--- src/tof_modulation_weight_defines.svh ---
// ----------------------------------------------------------------------------
// tof_modulation_weight_defines
// Assertion macros for the modulation weight top level.
// ----------------------------------------------------------------------------
`ifndef TOF_MODULATION_WEIGHT_DEFINES_SVH
`define TOF_MODULATION_WEIGHT_DEFINES_SVH

// same-cycle implication, reset disables the check
`define TOFMW_ASSERT_IMP(lbl, ante, cons, msg) \
    lbl: assert property (@(posedge clk) disable iff (!rst_n) (ante) |-> (cons)) \
        else $error(msg);

// next-cycle implication
`define TOFMW_ASSERT_NXT(lbl, ante, cons, msg) \
    lbl: assert property (@(posedge clk) disable iff (!rst_n) (ante) |=> (cons)) \
        else $error(msg);

`endif

--- src/tofmw_pkg.sv ---
// ----------------------------------------------------------------------------
// tofmw_pkg
// Types, register indexes and waveform codes of the modulation weight block.
// ----------------------------------------------------------------------------
package tofmw_pkg;

    localparam int DEF_COS_TABLE_DEPTH = 1024;
    localparam int DEF_PHASE_BITS      = 32;

    localparam int RATE_W = 48;
    localparam int DATA_W = 48;

    // register indexes
    typedef enum logic [2:0] {
        REG_ILLUM_RATE  = 3'd0,
        REG_BEAT_RATE   = 3'd1,
        REG_PATH_RATE   = 3'd2,
        REG_SNR_OFFSET  = 3'd3,
        REG_SNR_WAVE    = 3'd4,
        REG_ILL_WAVE    = 3'd5,
        REG_LOW_PASS    = 3'd6
    } reg_idx_t;

    // waveform codes
    localparam logic [2:0] WAVE_SINE = 3'd0;
    localparam logic [2:0] WAVE_RECT = 3'd1;
    localparam logic [2:0] WAVE_TRI  = 3'd2;
    localparam logic [2:0] WAVE_SAW  = 3'd3;
    localparam logic [2:0] WAVE_TRAP = 3'd4;

    typedef struct packed {
        logic [RATE_W-1:0] illum_rate;
        logic [RATE_W-1:0] beat_rate;
        logic [RATE_W-1:0] path_rate;
        logic [31:0]       snr_offset;
        logic [2:0]        snr_wave;
        logic [2:0]        ill_wave;
        logic              low_pass;
    } cfg_t;

    // phases leaving the phase stages
    typedef struct packed {
        logic        valid;
        logic [31:0] p_snr;
        logic [31:0] p_ill;
    } phase_bus_t;

    // waveform terms leaving the wave stages
    typedef struct packed {
        logic               valid;
        logic signed [18:0] ill_term;
        logic signed [17:0] snr_term;
        logic signed [17:0] lp_val;
        logic [48:0]        c2;
        logic [48:0]        c3;
    } wave_bus_t;

    // distance to the nearest whole turn, up to half a turn
    function automatic logic [31:0] fold(input logic [31:0] p);
        return p[31] ? (32'd0 - p) : p;
    endfunction

endpackage

--- src/tofmw_mix.sv ---
// ----------------------------------------------------------------------------
// tofmw_mix
// Mix stages: cubic division by six, full product, rounding and selection.
// ----------------------------------------------------------------------------
module tofmw_mix (
    input  logic                 clk,
    input  logic                 rst_n,
    input  tofmw_pkg::cfg_t      cfg,
    input  tofmw_pkg::wave_bus_t in_bus,
    output logic                 out_valid,
    output logic signed [17:0]   out_weight
);
    import tofmw_pkg::*;

    localparam logic [18:0] RECIP3 = 19'd349526;

    // stage 5: (4c^3 - 6c^2 + 1) / 6, floor by shift then reciprocal of three
    logic signed [52:0] num, u, w53;
    logic [18:0]        w;
    logic [37:0]        q;
    logic signed [18:0] tri_t;

    assign num   = ($signed({4'b0000, in_bus.c3}) <<< 2)
                 - $signed({4'b0000, in_bus.c2}) * 53'sd6 + (53'sd1 <<< 48);
    assign u     = num + (53'sd3 <<< 32);
    assign w53   = (u >>> 33) + 53'sd196608;
    assign w     = w53[18:0];
    assign q     = w * RECIP3;
    assign tri_t = $signed({1'b0, q[37:20]}) - 19'sd65536;

    logic               v5_reg;
    logic signed [36:0] prod_reg;
    logic signed [17:0] tri_reg, lp_val_reg;

    always_ff @(posedge clk or negedge rst_n)
    begin
        if (!rst_n)
        begin
            v5_reg <= 1'b0;
        end
        else
        begin
            v5_reg <= in_bus.valid;
        end
    end

    always_ff @(posedge clk)
    begin
        prod_reg   <= in_bus.ill_term * in_bus.snr_term;
        tri_reg    <= tri_t[17:0];
        lp_val_reg <= in_bus.lp_val;
    end

    // stage 6: round the product, pick the result
    logic signed [36:0] full_t;
    logic signed [17:0] weight_next;
    logic signed [17:0] weight_reg;
    logic               done_reg;

    assign full_t = (prod_reg + 37'sd65536) >>> 17;

    always_comb
    begin
        if (!cfg.low_pass)
            weight_next = full_t[17:0];
        else if (cfg.snr_wave == WAVE_TRI)
            weight_next = tri_reg;
        else
            weight_next = lp_val_reg;
    end

    always_ff @(posedge clk or negedge rst_n)
    begin
        if (!rst_n)
        begin
            done_reg <= 1'b0;
        end
        else
        begin
            done_reg <= v5_reg;
        end
    end

    always_ff @(posedge clk)
    begin
        weight_reg <= weight_next;
    end

    assign out_valid  = done_reg;
    assign out_weight = weight_reg;

endmodule

--- config.mk ---
export PLATFORM = sky130hd
export DESIGN_NAME = tofmw_mix
export DESIGN_NICKNAME = d
export VERILOG_FILES = /design/src/tof_modulation_weight_defines.svh /design/src/tofmw_pkg.sv /design/src/tofmw_mix.sv
export SDC_FILE = /design/constraint.sdc
export NUM_CORES = 2
export LEC_CHECK = 0
export BUFFER_PORTS_ARGS = -buffer_cell sky130_fd_sc_hd__buf_4
export CORE_MARGIN = 2
export CORE_UTILIZATION = 25
export DETAILED_ROUTE_END_ITERATION = 16
export PLACE_DENSITY = 0.41
export SYNTH_ARGS = -nofsm -noshare
export SYNTH_HDL_FRONTEND = slang
export SYNTH_SLANG_ARGS = --single-unit
--- constraint.sdc ---
create_clock -name clk -period 2.9 [get_ports clk]
set_input_delay 0.145 -clock clk [delete_from_list [all_inputs] [get_ports clk]]
set_output_delay 0.145 -clock clk [all_outputs]
set_load 0.02 [all_outputs]
# == Yosys cells after proc, flatten, opt, wreduce, memory -nomap -nowiden ==
# Index checks and enable logic that the tools add are counted.
# word_totals
out_inout_bits,19
reg_bits,91
elab_cells,18
inputBits,339
# classes
mul,3
n_mux,2
n_addsub,6
n_eq_ne,1
# ops
cell,n
52-bit by 35-bit adder with 52-bit output (second input constant),1
52-bit by 50-bit adder with 52-bit output (second input constant),1
51-bit by 52-bit subtractor with 52-bit output,1
49-bit by 2-bit multiplier with 51-bit output (second input constant),1
19-bit by 18-bit multiplier with 37-bit output (second input constant),1
18-bit two-way mux,2
35-bit by 18-bit adder with 35-bit output (second input constant),1
19-bit by 18-bit multiplier with 35-bit output,1
19-bit adder (second input constant),1
18-bit by 17-bit subtractor with 18-bit output (second input constant),1
3-bit by 2-bit equality test with 1-bit output (second input constant),1

# == Longest topological paths before layout ==
# logic_depth
ltp_word,7
depth_mapped,50
ltp_nobuf,50

# == Least setup slack after synthesis ==
# OpenSTA, ideal clock, no wires.
# synth_timing
kind,input to register
from,in in_bus[60] (netlist bit)
to,reg tri_reg[17]
path_stages,49
setup_time_ps,121
required_time_ps,2779
n_path_buf,2
arrival_time_ps,10454
slack_ps,-7675
path_cell_list,ha_1 -> clkbuf_1 -> a21oi_1 -> o21a_1 -> o21ai_1 -> a2111oi_0 -> nand2_1 -> a31o_2 -> nand3_1 -> o21ai_1 -> a21oi_1 -> xor2_1 -> ha_1 -> ha_1 -> clkbuf_1 -> a21o_1 -> a221o_1 -> a21oi_1 -> [... 13 more ...] -> fa_1 -> inv_1 -> fa_1 -> fa_1 -> inv_1 -> fa_1 -> inv_1 -> ha_1 -> a21o_1 -> a21o_1 -> a21o_1 -> a211o_1 -> a22oi_1 -> a21oi_1 -> a211o_1 -> or2_0 -> mux2_2 -> xnor2_1
# synth_via
elab_chain_cells,7
# synth_lines
item,line,rtl
from (decl),tofmw_mix.sv:9,"input tofmw_pkg::wave_bus_t in_bus,"
49-bit by 2-bit multiplier with 51-bit output,tofmw_mix.sv:24,"- $signed({4'b0000, in_bus.c2}) * 53'sd6 + (53'sd1 <<< 48);"
51-bit by 52-bit subtractor with 52-bit output,tofmw_mix.sv:24,
52-bit by 50-bit adder with 52-bit output,tofmw_mix.sv:24,
52-bit by 35-bit adder with 52-bit output,tofmw_mix.sv:25,assign u = num + (53'sd3 <<< 32);
19-bit adder,tofmw_mix.sv:26,assign w53 = (u >>> 33) + 53'sd196608;
19-bit by 18-bit multiplier with 37-bit output,tofmw_mix.sv:28,assign q = w * RECIP3;
18-bit by 17-bit subtractor with 18-bit output,tofmw_mix.sv:29,"assign tri_t = $signed({1'b0, q[37:20]}) - 19'sd65536;"
named net tri_t[17],tofmw_mix.sv:21,logic signed [18:0] tri_t;
to (signal assigned),tofmw_mix.sv:50,tri_reg <= tri_t[17:0];
to (decl),tofmw_mix.sv:33,"logic signed [17:0] tri_reg, lp_val_reg;"
# The timed path passes the listed nets, and every way through them passes these cells.

# == Worst setup path in the final report ==
# layout_timing
from,in in_bus[74] (netlist bit)
to,reg tri_reg[17]
# Same word-level chain as after synthesis.

==> metrics.cfg <==
[status]
status = finished, violations left
violations = negative setup slack

[finish]
nFillCells = 10252
area_delta_synth_final_pct = 38.9
num-nets-final = 4663
largest_reg_flops = 19
drive_gt1_share_pct = 29.4
final_util_pct = 35.2
fin_cells = 4763
fin_area_um2 = 34100

[timing]
max_slew_margin_pct = 54.0
hold_viol = 0
rsz0062_at_grt = true
finalCritPeriodShare_pct = 340
fin_skew_ns = 0.0115
min_period_ns = 9.86
finalMaxSlewViolations = 0
worstMarginPinSlew_ns = 0.690
worst_slack_ns = -6.96
setup_viol = 37
max_freq_mhz = 101

[clock_network]
clock_sinks = 75
numCtsBuffers = 9
cts_root_buf = clkbuf_16
cts_tree = done
clockBufferDepth = 2
h-tree-depth = 3
clk_latency_ns = 0.34
clkSlewWorstSetupHoldPaths_ns = 0.07

[worst_setup_path]
cp_max_fo = 4
crit_arrival_ns = 10.09
startpoint_type = primary input
critical-path-slowest-cell = or3b_2
rr_worst_depth = 10
rrSetupSlack_ns = 0.50
cpPeakStageDelay_ns = 0.51
critPathLaunch = in_bus[74]
r2r-end = out_weight[17]
worstSetupEndpointType = flop
path_class = primary input to flop
crit_required_ns = 3.13
reg2reg_from = prod_reg[19]
cp_common_cell = a21oi_2

[floorplanning]
coreArea_um2 = 97000
dieArea_um2 = 101000
io_pins = 358
chipWidth_um = 317
initial_utilization_pct = 25.3
fp-row-count = 114
die_h_um = 317

[route]
via_count = 20040
firstDrtPassIters = 6
vias_per_cell = 4.21
ant_nets = 0
drc = 0
wirelength_mm = 73.3
wl_per_cell_um = 15.4
drt_iter0_markers = 535

[global_route]
grt_pass1_vias = 22425
grt_pass1_wl_mm = 120
antenna_found_initial = 1
grt_usage_pct = 14.9
grt_overflow = 0
grt_max_degree = 37

[flow_run]
cap_violations = 0

[synthesis]
syn-cell-area_um2 = 24600
synth-main-ff-cell = dfxtp_1
postSynth.asyncResetShare_pct = 2.67
yosysWarnings = 0
avgSynthCellArea_um2 = 8.95
synthCells = 2744
syn-num-nets = 3926
synth_cell_types = 63
synth_seq_cells = 75
synth-seq-area-share_pct = 6.15
synth_edf_count = 0

[placement]
dp.cells = 4658
dp_hpwl_mm = 65.0
place.gp.congestion = 0.836
post_dp_cell_area_um2 = 31700
portBuffers = 178
dpl_worst_slack_ns = -7.85

[min_path]
hp-class = primary input to async pin

-- cells in the final DEF (no fill, tap or decap), drive strengths merged, types with 59 or more instances in the layout --
master / instances
nor2: 79
a21o: 59
a21oi: 94
ha: 399
buf: 780
xnor2: 82
nand2: 301
fa: 444
and2: 117
inv: 621
dfxtp: 73
-- how the worst max path moves through the flow --
stage / endpoint / slack, ns / cells past startpoint
2_1_floorplan: tri_reg[17] / -7.01 / 48
3_3_place_gp: tri_reg[17] / -7.70 / 49
3_5_place_dp: tri_reg[17] / -7.85 / 49
4_1_cts: tri_reg[17] / -7.00 / 49
5_1_grt: tri_reg[17] / -7.44 / 47
6_report: tri_reg[17] / -6.96 / 47
-- area by class of cell --
class	count	area, um^2	share of cell area (%)
multi-input cells	1974	21700	63.8
repair buffers	804	6620	19.4
inverters	617	2320	6.79
well taps	1276	1600	4.68
flip-flops and latches	75	1510	4.43
clock buffers	9	225	0.660
clock inverters	7	88.8	0.260
diodes	1	2.50	0.00734
-- what timing repair did --
item	CTS	global route
setup buffers	40	40
hold buffers	20	0
endpoints found under the hold margin	21	0
gates cloned	3	1
gates resized for setup	171	120
setup endpoints to repair	37	37
pin swaps	114	142
-- critical path: cells and delay by family --
| family | cells | cell delay, ns |
|---|---|---|
| fa+ha+maj | 11 | 3.63 |
| simple gates | 6 | 1.42 |
| compound gates | 19 | 3.40 |
| xor+xnor | 5 | 0.88 |
| mux | 1 | 0.28 |
| buf+inv | 5 | 0.29 |
-- logic make-up after synthesis --
group                    share of synthesized area (%)
AO/OA/AOI/OAI                                     9.13
XOR/XNOR                                          4.81
multiplexers                                    0.0866
flip-flops                                        6.15
AND/OR/NAND/NOR                                   12.7
adder cells (fa/ha/maj)                           56.5
buffers and inverters                             10.6
-- synthesized netlist by cell type (all sizes together) (27+ instances only) --
cell	instances	share of area, %
o21ai	48	0.98
nor2	79	1.2
nand3	32	0.65
fa	444	36
dfxtp	73	6.0
a31oi	28	0.71
nand2	301	4.6
xnor2	82	2.9
a21o	59	1.8
xor2	53	1.9
ha	399	20
clkbuf	71	1.1
inv	617	9.4
and2	117	3.0
a21oi	94	1.9
nand2b	27	0.69
-- layer usage --
metal	track usage (%)	vias up	routed length (um)
li1	-	10074	-
met1	19.0	9702	33500
met2	28.0	217	37700
met3	0.827	45	1230
met4	2.35	2	858
met5	0	-	7
-- through the flow --
step	hold WS, ns	setup TNS [ns]
finish	0.124	-158.53
floorplan	-0.151	-155.31
CTS	0.115	-160.03
global placement	-0.0713	-182.03
global route	0.119	-170.11
detailed placement	-0.0706	-185.02
Power is not shown: default switching activity piles up to over one toggle a cycle in this logic, so the estimate is an artifact.
